===== config.mk =====
export PLATFORM = sky130hd
export DESIGN_NAME = request_stats_latency_histogram_unit_flat
export DESIGN_NICKNAME = d
export VERILOG_FILES = /design/src/rslh_pkg.sv /design/src/rslh_if.sv /design/src/rslh_ctrl.sv /design/src/rslh_datapath.sv /design/src/request_stats_latency_histogram_unit.sv /design/src/flat_wrapper.sv
export SDC_FILE = /design/constraint.sdc
export NUM_CORES = 2
export LEC_CHECK = 0
export BUFFER_PORTS_ARGS = -buffer_cell sky130_fd_sc_hd__buf_2
export CAP_MARGIN = 20
export CORE_AREA = 2 2 523 525
export CTS_BUF_LIST = sky130_fd_sc_hd__clkbuf_8 sky130_fd_sc_hd__clkbuf_16
export CTS_CLUSTER_SIZE = 28
export DETAILED_ROUTE_END_ITERATION = 7
export DIE_AREA = 0 0 525 527
export REMOVE_ABC_BUFFERS = 1
export SLEW_MARGIN = 40
export SYNTH_ARGS = -nofsm -noshare
export SYNTH_HDL_FRONTEND = slang
export SYNTH_SLANG_ARGS = --single-unit

===== constraint.sdc =====
create_clock -name clk -period 11.35 [get_ports clk]
set_input_delay 2.27 -clock clk [delete_from_list [all_inputs] [get_ports clk]]
set_output_delay 2.27 -clock clk [all_outputs]
set_load 0.005 [all_outputs]

===== src/rslh_pkg.sv =====
// Shared types, codes and the histogram bound table of the request statistics unit.
// Depends on nothing.
package rslh_pkg;

	localparam int DEFAULT_BUCKET_COUNT = 16;
	localparam int DEFAULT_COUNTER_BITS = 64;
	localparam int BOUND_TABLE_LEN      = 15;

	// Event operation codes.
	typedef enum logic [2:0] {
		OP_REQ_DONE     = 3'd0,
		OP_CONN_OPEN    = 3'd1,
		OP_CONN_CLOSE   = 3'd2,
		OP_UPSTREAM_ERR = 3'd3,
		OP_LATENCY      = 3'd4,
		OP_READ         = 3'd5
	} op_t;

	// Counter select codes for a read.
	localparam logic [4:0] SEL_TOTAL    = 5'd0;
	localparam logic [4:0] SEL_2XX      = 5'd1;
	localparam logic [4:0] SEL_4XX      = 5'd2;
	localparam logic [4:0] SEL_5XX      = 5'd3;
	localparam logic [4:0] SEL_ACTIVE   = 5'd4;
	localparam logic [4:0] SEL_UPSTREAM = 5'd5;
	localparam logic [4:0] SEL_SUM      = 5'd6;
	localparam logic [4:0] SEL_COUNT    = 5'd7;
	localparam logic [4:0] SEL_BIN_BASE = 5'd8;

	typedef struct packed {
		logic [2:0]  operation;
		logic [9:0]  status_code;
		logic [63:0] latency_sample;
		logic [4:0]  read_select;
	} event_t;

	typedef struct packed {
		logic [63:0] read_value;
		logic [3:0]  bucket_hit;
	} result_t;

	// Controller states.
	typedef enum logic [1:0] {
		ST_IDLE,
		ST_LOOK,
		ST_UPDATE,
		ST_HOLD
	} state_t;

	// Commands from the controller to the datapath.
	typedef struct packed {
		logic capture;
		logic look;
		logic update;
	} ctrl_cmd_t;

	// Inclusive upper bounds of the histogram bins, in microseconds.
	localparam logic [63:0] BIN_LIMIT [BOUND_TABLE_LEN] = '{
		64'd100, 64'd500, 64'd1000, 64'd2000, 64'd5000, 64'd10000, 64'd20000,
		64'd50000, 64'd100000, 64'd200000, 64'd500000, 64'd1000000, 64'd2000000,
		64'd5000000, 64'd10000000
	};

	// True when a sample falls within the bound of bin idx; bins past the table never match.
	function automatic logic bin_fits(logic [63:0] sample, int idx);
		logic fits;
		fits = 1'b0;
		if (idx < BOUND_TABLE_LEN) begin
			fits = (sample <= BIN_LIMIT[idx[3:0]]);
		end
		return fits;
	endfunction

endpackage


===== src/rslh_if.sv =====
// Valid/ready channel interfaces for the event input and the result output.
// Depends on rslh_pkg for the payload types.
interface rslh_event_if import rslh_pkg::*; ();
	logic   valid;
	logic   ready;
	event_t payload;

	modport source (output valid, output payload, input ready);
	modport sink (input valid, input payload, output ready);
endinterface

interface rslh_result_if import rslh_pkg::*; ();
	logic    valid;
	logic    ready;
	result_t payload;

	modport source (output valid, output payload, input ready);
	modport sink (input valid, input payload, output ready);
endinterface


===== src/rslh_ctrl.sv =====
// Controller state machine that sequences one event through lookup, update and output.
// Depends on rslh_pkg for the state and command types.
module rslh_ctrl import rslh_pkg::*; (
	input  logic      clk,
	input  logic      arst_n,
	input  logic      in_valid,
	output logic      in_ready,
	output logic      out_valid,
	input  logic      out_ready,
	output ctrl_cmd_t cmd
);

	state_t state_q;
	state_t state_d;

	// State register.
	always_ff @(posedge clk or negedge arst_n) begin
		if (!arst_n) begin
			state_q <= ST_IDLE;
		end else begin
			state_q <= state_d;
		end
	end

	// Next state and command decode.
	always_comb begin
		state_d     = state_q;
		in_ready    = 1'b0;
		out_valid   = 1'b0;
		cmd         = '0;
		case (state_q)
			ST_IDLE: begin
				in_ready    = 1'b1;
				cmd.capture = in_valid;
				if (in_valid) begin
					state_d = ST_LOOK;
				end
			end
			ST_LOOK: begin
				cmd.look = 1'b1;
				state_d  = ST_UPDATE;
			end
			ST_UPDATE: begin
				cmd.update = 1'b1;
				state_d    = ST_HOLD;
			end
			ST_HOLD: begin
				out_valid = 1'b1;
				if (out_ready) begin
					state_d = ST_IDLE;
				end
			end
			default: begin
				state_d = ST_IDLE;
			end
		endcase
	end

endmodule


===== src/rslh_datapath.sv =====
// Datapath: event capture, bin selection, counters, the bin memory and the result register.
// Depends on rslh_pkg for types, codes and the bound table.
module rslh_datapath import rslh_pkg::*; #(
	parameter int BUCKET_COUNT = DEFAULT_BUCKET_COUNT,
	parameter int COUNTER_BITS = DEFAULT_COUNTER_BITS
) (
	input  logic      clk,
	input  logic      arst_n,
	input  ctrl_cmd_t cmd,
	input  event_t    event_data,
	output result_t   result_data
);

	localparam int BIN_W = $clog2(BUCKET_COUNT);

	// Captured event fields.
	logic [2:0]  op_q;
	logic [9:0]  status_q;
	logic [63:0] sample_q;
	logic [4:0]  sel_q;

	// Lookup results.
	logic [BIN_W-1:0] bin_idx;
	logic [BIN_W-1:0] bin_q;
	logic [5:0]       sel_off;
	logic             sel_in_bins;
	logic             sel_bin_q;
	logic [BIN_W-1:0] rd_addr;

	// Bin memory with one valid bit per entry.
	logic [COUNTER_BITS-1:0] bin_mem [BUCKET_COUNT];
	logic [BUCKET_COUNT-1:0] bin_vld_q;
	logic [COUNTER_BITS-1:0] rd_data_q;
	logic                    rd_vld_q;
	logic [COUNTER_BITS-1:0] bin_cnt;

	// Scalar counters.
	logic [COUNTER_BITS-1:0] total_q;
	logic [COUNTER_BITS-1:0] cnt_2xx_q;
	logic [COUNTER_BITS-1:0] cnt_4xx_q;
	logic [COUNTER_BITS-1:0] cnt_5xx_q;
	logic [COUNTER_BITS-1:0] active_q;
	logic [COUNTER_BITS-1:0] upstream_q;
	logic [COUNTER_BITS-1:0] lat_sum_q;
	logic [COUNTER_BITS-1:0] samples_q;

	logic [COUNTER_BITS-1:0] sel_value;
	logic [4:0]              bin_ext;
	result_t                 result_q;

	// Capture the event on transfer.
	always_ff @(posedge clk) begin
		if (cmd.capture) begin
			op_q     <= event_data.operation;
			status_q <= event_data.status_code;
			sample_q <= event_data.latency_sample;
			sel_q    <= event_data.read_select;
		end
	end

	// First bin whose bound the sample does not exceed; the last bin takes the rest.
	always_comb begin
		bin_idx = BIN_W'(BUCKET_COUNT - 1);
		for (int i = BUCKET_COUNT - 2; i >= 0; i--) begin
			if (bin_fits(sample_q, i)) begin
				bin_idx = BIN_W'(i);
			end
		end
	end

	// Bin offset of a read select, and whether it names a bin at all.
	assign sel_off     = {1'b0, sel_q} - {1'b0, SEL_BIN_BASE};
	assign sel_in_bins = (sel_q >= SEL_BIN_BASE) && (sel_off < 6'(BUCKET_COUNT));
	assign rd_addr     = (op_q == OP_READ) ? sel_off[BIN_W-1:0] : bin_idx;

	// Lookup step: register the bin and read the memory.
	always_ff @(posedge clk) begin
		if (cmd.look) begin
			bin_q     <= bin_idx;
			sel_bin_q <= sel_in_bins;
			rd_data_q <= bin_mem[rd_addr];
			rd_vld_q  <= bin_vld_q[rd_addr];
		end
	end

	// An entry never written reads as zero.
	assign bin_cnt = rd_vld_q ? rd_data_q : '0;

	// Memory write of the incremented bin.
	always_ff @(posedge clk) begin
		if (cmd.update && (op_q == OP_LATENCY)) begin
			bin_mem[bin_q] <= bin_cnt + COUNTER_BITS'(1);
		end
	end

	// Valid bits, cleared at reset.
	always_ff @(posedge clk or negedge arst_n) begin
		if (!arst_n) begin
			bin_vld_q <= '0;
		end else if (cmd.update && (op_q == OP_LATENCY)) begin
			bin_vld_q[bin_q] <= 1'b1;
		end
	end

	// Scalar counter updates; all wrap at the counter width.
	always_ff @(posedge clk or negedge arst_n) begin
		if (!arst_n) begin
			total_q    <= '0;
			cnt_2xx_q  <= '0;
			cnt_4xx_q  <= '0;
			cnt_5xx_q  <= '0;
			active_q   <= '0;
			upstream_q <= '0;
			lat_sum_q  <= '0;
			samples_q  <= '0;
		end else if (cmd.update) begin
			case (op_q)
				OP_REQ_DONE: begin
					total_q <= total_q + COUNTER_BITS'(1);
					if (status_q inside {[10'd200:10'd299]}) begin
						cnt_2xx_q <= cnt_2xx_q + COUNTER_BITS'(1);
					end else if (status_q inside {[10'd400:10'd499]}) begin
						cnt_4xx_q <= cnt_4xx_q + COUNTER_BITS'(1);
					end else if (status_q >= 10'd500) begin
						cnt_5xx_q <= cnt_5xx_q + COUNTER_BITS'(1);
					end
				end
				OP_CONN_OPEN: begin
					active_q <= active_q + COUNTER_BITS'(1);
				end
				OP_CONN_CLOSE: begin
					active_q <= active_q - COUNTER_BITS'(1);
				end
				OP_UPSTREAM_ERR: begin
					upstream_q <= upstream_q + COUNTER_BITS'(1);
				end
				OP_LATENCY: begin
					lat_sum_q <= lat_sum_q + sample_q[COUNTER_BITS-1:0];
					samples_q <= samples_q + COUNTER_BITS'(1);
				end
				default: begin
				end
			endcase
		end
	end

	// Counter selected by a read.
	always_comb begin
		case (sel_q)
			SEL_TOTAL:    sel_value = total_q;
			SEL_2XX:      sel_value = cnt_2xx_q;
			SEL_4XX:      sel_value = cnt_4xx_q;
			SEL_5XX:      sel_value = cnt_5xx_q;
			SEL_ACTIVE:   sel_value = active_q;
			SEL_UPSTREAM: sel_value = upstream_q;
			SEL_SUM:      sel_value = lat_sum_q;
			SEL_COUNT:    sel_value = samples_q;
			default:      sel_value = sel_bin_q ? bin_cnt : '0;
		endcase
	end

	assign bin_ext = 5'(bin_q);

	// Result register, loaded in the update step.
	always_ff @(posedge clk) begin
		if (cmd.update) begin
			result_q.read_value <= (op_q == OP_READ) ? 64'(sel_value) : 64'd0;
			result_q.bucket_hit <= (op_q == OP_LATENCY) ? bin_ext[3:0] : 4'd0;
		end
	end

	assign result_data = result_q;

endmodule


===== src/request_stats_latency_histogram_unit.sv =====
// Top level of the request statistics unit with latency histogram.
// Depends on rslh_pkg, rslh_if, rslh_ctrl and rslh_datapath.

// Each event passes from its input transfer to the result being offered in steps:
// the transfer, a bin lookup that reads the bin memory, an update that writes
// the counters, the bin memory and the result register, and the hold state that
// offers the result. The next event is taken in the cycle after the result
// transfer, so only one event is in flight and a stalling consumer holds off the
// next one. The bin memory has one read and one write port, and the read-then-write
// of a bin sets the lookup and update steps. All counters start at zero after
// reset and wrap at COUNTER_BITS; no clearing pass is needed.
module request_stats_latency_histogram_unit import rslh_pkg::*; #(
	parameter int BUCKET_COUNT = DEFAULT_BUCKET_COUNT,
	parameter int COUNTER_BITS = DEFAULT_COUNTER_BITS
) (
	input logic          clk,
	input logic          arst_n,
	rslh_event_if.sink   event_in,
	rslh_result_if.source result_out
);

	ctrl_cmd_t cmd;
	logic      in_ready;
	logic      out_valid;
	result_t   result_data;

	// Sequencing of one event at a time.
	rslh_ctrl u_ctrl (
		.clk       (clk),
		.arst_n    (arst_n),
		.in_valid  (event_in.valid),
		.in_ready  (in_ready),
		.out_valid (out_valid),
		.out_ready (result_out.ready),
		.cmd       (cmd)
	);

	// Counters, bin memory and result register.
	rslh_datapath #(
		.BUCKET_COUNT (BUCKET_COUNT),
		.COUNTER_BITS (COUNTER_BITS)
	) u_datapath (
		.clk         (clk),
		.arst_n      (arst_n),
		.cmd         (cmd),
		.event_data  (event_in.payload),
		.result_data (result_data)
	);

	// Channel handshakes.
	assign event_in.ready     = in_ready;
	assign result_out.valid   = out_valid;
	assign result_out.payload = result_data;

endmodule


===== src/flat_wrapper.sv =====
// flat-port wrapper written by rule: the top's interface ports become plain ports
module request_stats_latency_histogram_unit_flat import rslh_pkg::*;
#(
	parameter int BUCKET_COUNT = DEFAULT_BUCKET_COUNT,
	parameter int COUNTER_BITS = DEFAULT_COUNTER_BITS
)
  (clk, arst_n, event_in_valid, event_in_payload, event_in_ready, result_out_valid, result_out_payload, result_out_ready);
  rslh_event_if event_in_i ();
  rslh_result_if result_out_i ();
  input logic clk;
  input logic arst_n;
  input wire logic [$bits(event_in_i.valid)-1:0] event_in_valid;
  input wire logic [$bits(event_in_i.payload)-1:0] event_in_payload;
  output wire logic [$bits(event_in_i.ready)-1:0] event_in_ready;
  output wire logic [$bits(result_out_i.valid)-1:0] result_out_valid;
  output wire logic [$bits(result_out_i.payload)-1:0] result_out_payload;
  input wire logic [$bits(result_out_i.ready)-1:0] result_out_ready;
  assign event_in_i.valid = event_in_valid;
  assign event_in_i.payload = event_in_payload;
  assign event_in_ready = event_in_i.ready;
  assign result_out_valid = result_out_i.valid;
  assign result_out_payload = result_out_i.payload;
  assign result_out_i.ready = result_out_ready;
  request_stats_latency_histogram_unit #(.BUCKET_COUNT(BUCKET_COUNT), .COUNTER_BITS(COUNTER_BITS)) u_core (.clk(clk), .arst_n(arst_n), .event_in(event_in_i), .result_out(result_out_i));
endmodule

Word level (Yosys, flattened, before mapping)
Memory sizes are Yosys's and may differ from the RTL's. A register that Yosys moved wholly into a read port is not among the register bits.
Index checks and enable logic that the tools add are counted.
{"block": "word_totals", "mem_bits_rw": 1024, "mem_count": 1, "elab_cells": 127, "out_inout_bits": 70, "in_bits": 86, "register_bits": 686}
{"block": "op_classes", "bitwise": 3, "reduce_logical": 17, "order_cmp": 25, "n_eq_ne": 17, "mux": 34, "n_addsub": 11}
{"memory": "u_core.u_datapath.bin_mem", "depth": 16, "word_bits": 64, "rd": 1, "rd_clocked_by_memory_dff": 1, "write_ports": 1, "line_no": "rslh_datapath.sv:31", "source": "logic [COUNTER_BITS-1:0] bin_mem [BUCKET_COUNT];"}
{"operator": "adder 64 x 1 -> 64 bit, second input constant", "n": 8}
{"operator": "case mux 64 bit (8 select lines)", "n": 1}
{"operator": "two-way mux 64 bit", "n": 2}
{"operator": "case mux 64 bit (2 select lines)", "n": 1}
{"operator": "adder 64 bit", "n": 1}
{"operator": "less-or-equal comparator 64 x 10 -> 1 bit, second input constant", "n": 1}
{"operator": "less-or-equal comparator 64 x 11 -> 1 bit, second input constant", "n": 1}
{"operator": "less-or-equal comparator 64 x 13 -> 1 bit, second input constant", "n": 1}
{"operator": "less-or-equal comparator 64 x 14 -> 1 bit, second input constant", "n": 1}
{"operator": "less-or-equal comparator 64 x 15 -> 1 bit, second input constant", "n": 1}
{"operator": "less-or-equal comparator 64 x 16 -> 1 bit, second input constant", "n": 1}
{"operator": "less-or-equal comparator 64 x 17 -> 1 bit, second input constant", "n": 1}
{"operator": "less-or-equal comparator 64 x 18 -> 1 bit, second input constant", "n": 1}
{"operator": "less-or-equal comparator 64 x 19 -> 1 bit, second input constant", "n": 1}
{"operator": "less-or-equal comparator 64 x 20 -> 1 bit, second input constant", "n": 1}
{"operator": "less-or-equal comparator 64 x 21 -> 1 bit, second input constant", "n": 1}
{"operator": "less-or-equal comparator 64 x 23 -> 1 bit, second input constant", "n": 1}
{"operator": "less-or-equal comparator 64 x 24 -> 1 bit, second input constant", "n": 1}
{"operator": "less-or-equal comparator 64 x 7 -> 1 bit, second input constant", "n": 1}
{"operator": "less-or-equal comparator 64 x 9 -> 1 bit, second input constant", "n": 1}
{"operator": "subtractor 64 x 1 -> 64 bit, second input constant", "n": 1}
{"operator": "two-way mux 4 bit", "n": 15}
{"operator": "equality test 5 x 3 -> 1 bit, second input constant", "n": 4}
{"operator": "greater-or-equal comparator 10 x 9 -> 1 bit, second input constant", "n": 2}
{"operator": "31 further kinds", "n": 57}

Longest topological paths before layout
{"block": "depth", "word_depth": 19, "ltp_mapped": 17, "ltp_nobuf": 14}

Modules after synthesis
Synthesis repeated with hierarchy kept, for this count alone.
{"block": "unflattened", "hier_cells": 7026, "hier_area_um2": 84056.9}
{"mod": "rslh_datapath", "area_per_inst_um2": 83890.5, "n_inst": 1, "seq_area_each_um2": 50508.4, "cells_per_inst": 7012}
{"mod": "rslh_ctrl", "area_per_inst_um2": 166.4, "n_inst": 1, "seq_area_each_um2": 50.0, "cells_per_inst": 14}

Least setup slack after synthesis
OpenSTA, ideal clock, no wires.
{"block": "synth_timing", "path_type": "reg2reg", "start": "register u_core.u_ctrl.state_q[0]", "end": "register u_core.u_datapath.bin_vld_q[0]", "slack_ns": 3.145, "path_buffers": 0, "synth_period_minus_slack_ns": 8.205, "t_required_ns": 11.258, "path_stages_with_launch": 7, "arrival_time_ns": 8.113, "setup_ns": 0.092, "cell_sequence": "dfrtp_1 -> inv_1 -> ha_1 -> nand2_1 -> or3_1 -> nor3_1 -> or2_2"}
{"block": "synth_via", "elab_chain_len": 3}
{"element": "from (decl)", "line_no": "rslh_ctrl.sv:13", "source": "state_t state_q;"}
{"element": "from (signal assigned)", "line_no": "rslh_ctrl.sv:21", "source": "state_q <= state_d;"}
{"element": "equality test 2 bit", "line_no": "rslh_ctrl.sv:31", "source": "case (state_q)"}
{"element": "two-way mux 1 bit", "line_no": "rslh_ctrl.sv:31"}
{"element": "logical AND 1 bit", "line_no": "rslh_datapath.sv:100", "source": "end else if (cmd.update && (op_q == OP_LATENCY)) begin"}
{"element": "to (signal assigned)", "line_no": "rslh_datapath.sv:99", "source": "bin_vld_q <= '0;"}
{"element": "to (signal, indexed assignment)", "line_no": "rslh_datapath.sv:101", "source": "bin_vld_q[bin_q] <= 1'b1;"}
{"element": "to (decl)", "line_no": "rslh_datapath.sv:32", "source": "logic [BUCKET_COUNT-1:0] bin_vld_q;"}
No other way between the ends.
A chain may end at the register's enable or synchronous reset.

Worst setup path in the final report
{"block": "layout_timing", "start": "register u_core.u_datapath.sample_q[35]", "end": "register u_core.u_datapath.rd_data_q[33], read port of u_core.u_datapath.bin_mem, data pin"}
{"block": "layout_via", "elab_chain_len": 17, "elab_cells_between_ends": 31, "classes_between": "order compare (15); mux (16)"}
{"element": "from (decl)", "line_no": "rslh_datapath.sv:19", "source": "logic [63:0] sample_q;"}
{"element": "from (signal assigned)", "line_no": "rslh_datapath.sv:56", "source": "sample_q <= event_data.latency_sample;"}
{"element": "less-or-equal comparator 64 x 24 -> 1 bit", "line_no": "rslh_pkg.sv:69", "source": "fits = (sample <= BIN_LIMIT[idx[3:0]]);"}
{"element": "two-way mux 1 bit", "line_no": "rslh_datapath.sv:65", "source": "if (bin_fits(sample_q, i)) begin"}
{"element": "two-way mux 4 bit (13 in series)", "line_no": "rslh_datapath.sv:65"}
{"element": "two-way mux 4 bit (*)", "line_no": "rslh_datapath.sv:65"}
{"element": "two-way mux 4 bit (*)", "line_no": "rslh_datapath.sv:74", "source": "assign rd_addr = (op_q == OP_READ) ? sel_off[BIN_W-1:0] : bin_idx;"}
{"element": "to (decl)", "line_no": "rslh_datapath.sv:33", "source": "logic [COUNTER_BITS-1:0] rd_data_q;"}
Every way passes the cells marked *; elsewhere a longest branch is shown, timed or not.

==> out/results.ini <==
[global_routing]
antenna_found_initial = 2
grt_start_max_net_pins = 127
grt_overflow_total = 0
grt_pass1_vias = 52528
grt_pass1_wl_mm = 339
grt_usage = 0.160

[floorplanning]
num_io_pins = 156
start_util = 0.298
die_h_um = 527
dieArea_sq_um = 277000
rows = 192
core_sq_um = 272000
dieWidth_um = 525

[detailed_routing]
detail-route-antenna-nets = 0
drc_errors = 0
routed_via_density = 5.23
vias = 53787
wl_per_cell_um = 22.2
drt_first_pass_iters = 6
drt_iter0_drc = 5273
wl_mm = 228

[status]
status = finished, final reports clean

[synth]
yosys.area_share.simple = 0.111
synth-async-reset-ratio = 0.299
synthMuxAreaShare = 0.0575
yosys_warnings = 0
synth-xor-area-share = 0.0578
synth_compound_area_frac = 0.107
synth_top_area_cell = edfxtp_1
netlist_area_sq_um = 80900
synth_cell_type_count = 87
synth_cells = 6401
ys_seq_elements = 1772
netlist.area_leader.share = 0.461
synth_top_family_by_area = simple AND/OR/NAND/NOR gates
synth_fa_ha_area_frac = 0.0217
synthTopCellsByArea = edfxtp_1, dfrtp_1, mux2i_1
avgSynthCellArea_sq_um = 12.6
synthFlopType = edfxtp_1
synth_edf_count = 1242
seq_area_frac_synth = 0.625

[timing]
min_period_ns = 6.70
timing_worst_slew_pin_value_ns = 0.943
hold-worst-slack_ns = 0.470
rsz0062_at_grt = no
hold_viol_final = 0
period_share = 0.590
slew_viol_final = 0
slew_headroom = 0.371
fin_ws_ns = 4.65
worst_clock_skew_ns = 0.0628
clock.fmax_mhz = 149
setup_violations = 0

[clock_network]
cts_tree = yes
path_clk_slew_ns = 0.06
numCtsBuffers = 179
cts.path.max_buffers = 3
cts-root-buf = clkbuf_16
htreeDepth = 4
cts_sinks = 1772
cts_hold_buf = 0
insertion_delay_ns = 0.86
ctsResizeCount = 0
cts_setup_buffers = 0

[min_path]
hold_class = register to register
min_delay_worst_endpoint = u_core.u_datapath.bin_vld_q[0]$_DFFE_PN0P_
min_from = u_core.u_datapath.bin_vld_q[0]$_DFFE_PN0P_
min_delay_path_depth = 1

[final_layout]
largest-register = u_core.u_datapath.bin_mem
seqCellArea_sq_um = 50600
final_area_sq_um = 92500
layout.cells.non_filler = 10286
area_growth_pct = 14.3
layout-drive-gt1-share = 0.0963
nets = 6771
multi_input_area_sq_um = 29200
final.fill_count = 26321
largest_register_ff_count = 1024

[power_and_ir_drop]
comb_power_share = 0.214
switchingPower_mw = 5.78
p_leak_nw = 33.7
p_int_mw = 12.7
clockPowerShare = 0.325
vdd_drop_max_uv = 161
pwr_density_cell_nw_per_um2 = 199
seq_power_share = 0.462
switching_share = 0.313
power_mw = 18.4

[place]
hpwlAfterDp_mm = 144
place_congestion = 0.875
pre_cts_ws_ns = 4.57
portBuffers = 153
place_area_sq_um = 86300
place_inst = 9949

[setup_path]
cp-start-kind = register
r2r_slack_ns = 4.65
r2r_start = u_core.u_datapath.sample_q[35]$_DFFE_PP_
r2r-end = u_core.u_datapath.rd_data_q[33]$_DFFE_PN_
r2r.worst_path.cells = 15
worstPathRequired_ns = 11.92
arrival_ns = 7.27
critPathKind = register to register
critPathCaptureType = register
crit_fanout = 89

[job]
drv_cap = 0

==> power groups by stage <==
stage / clock network [mW] / logic [mW] / registers [mW]
floorplan: 0 / 3.42 / 8.37
global placement: 0 / 3.78 / 8.62
detailed placement: 0 / 3.90 / 8.62
CTS: 6.11 / 3.93 / 8.50
global route: 6.36 / 4.36 / 8.57
finish: 5.99 / 3.94 / 8.51
==> cell families after synthesis <==
logic type      after synthesis
simple gates               1855
flops                      1772
compound gates             1253
xor+xnor                    534
mux                         464
buf+inv                     384
fa+ha+maj                   139
==> worst max-delay path, cell delays in order (launching register included) <==
cell      delay, ns
edfxtp_1       0.43
nor4_1         0.67
nand4_1        0.65
nor4b_4        0.81
nand4_1        0.21
a211oi_2       0.65
nor2_1         0.17
a32oi_4        0.53
buf_12         0.32
buf_16         0.40
buf_4          0.39
buf_12         0.29
mux2i_1        0.22
nor2_1         0.06
nor3_1         0.26
mux2i_1        0.11
==> per-stage QoR <==
stage / TNS (ns) / util
after floorplan: -1761.28 / -
after global placement: 0 / 0.316
after detailed placement: 0 / 0.318
after CTS: 0 / 0.340
after global routing: 0 / 0.340
final: 0 / 0.340
==> cells in the mapped netlist, types with 21 or more instances <==
library cell and number:
edfxtp_1 1242, dfrtp_1 530, nor2_1 484, mux2i_1 459, nand2_1 450, xnor2_1 356, nand3_1 274, a22oi_1 257
clkbuf_1 203, o21ai_0 186, a21oi_1 181, xor2_1 178, nor3_1 138, ha_1 137, a221oi_1 136, o22ai_1 130
and3_1 110, a21o_1 100, nand4_1 100, inv_1 83, a22o_1 66, and2_1 61, buf_2 45, nor4_1 35
or3_1 32, or2_2 31, a211oi_1 25, and4_1 25, buf_1 25, o31ai_1 25, nand2b_1 24, a31oi_1 22
o21a_1 21
==> cell type report <==
class,instances,area share
flip-flops and latches,1772,0.547
multi-input cells,4245,0.315
clock buffers,192,0.0506
well taps,3589,0.0485
repair buffers,265,0.0212
clock inverters,138,0.0143
inverters,83,0.00337
diodes,2,0.0000541
==> how the worst max path moves through the flow <==
stage	start	slack (ns)	endpoint
4_1_cts	u_core.u_datapath.sample_q[35]$_DFFE_PP_	4.55	u_core.u_datapath.rd_data_q[58]$_DFFE_PN_
2_1_floorplan	u_core.u_datapath.sample_q[15]$_DFFE_PP_	-27.32	u_core.u_datapath.rd_data_q[6]$_DFFE_PN_
3_5_place_dp	u_core.u_datapath.sample_q[35]$_DFFE_PP_	4.57	u_core.u_datapath.rd_data_q[32]$_DFFE_PN_
6_report	u_core.u_datapath.sample_q[35]$_DFFE_PP_	4.65	u_core.u_datapath.rd_data_q[33]$_DFFE_PN_
5_1_grt	u_core.u_datapath.sample_q[35]$_DFFE_PP_	4.39	u_core.u_datapath.rd_data_q[32]$_DFFE_PN_
3_3_place_gp	u_core.u_datapath.sample_q[35]$_DFFE_PP_	4.23	u_core.u_datapath.rd_data_q[31]$_DFFE_PN_
==> layout by cell type, fill, tap and decap left out, drive strengths merged, types with 32 or more instances in the layout <==
master | netlist | final
clkbuf | 207 | 192
nand3 | 275 | 275
xnor2 | 356 | 356
ha | 137 | 137
a221oi | 136 | 136
nand4 | 100 | 100
nor3 | 138 | 138
a22o | 66 | 66
nand2 | 450 | 450
dfrtp | 530 | 530
a21oi | 181 | 181
nor2 | 484 | 484
buf | 94 | 265
xor2 | 178 | 178
or3 | 32 | 32
inv | 83 | 136
o21ai | 188 | 188
nor4 | 37 | 37
and2 | 63 | 63
or2 | 33 | 33
and3 | 110 | 110
o22ai | 130 | 130
mux2i | 459 | 459
a22oi | 257 | 257
edfxtp | 1242 | 1242
a21o | 100 | 100
clkinv | 0 | 65
==> layer usage <==
layer  vias up  part of all wire  GRT usage
li1      24476                 -          -
met1     27264              0.43      0.213
met2      1699              0.48      0.269
met3       346             0.059     0.0199
met4         2             0.032     0.0525
met5         -          0.000057          0
(Power assumes the default switching activity.)
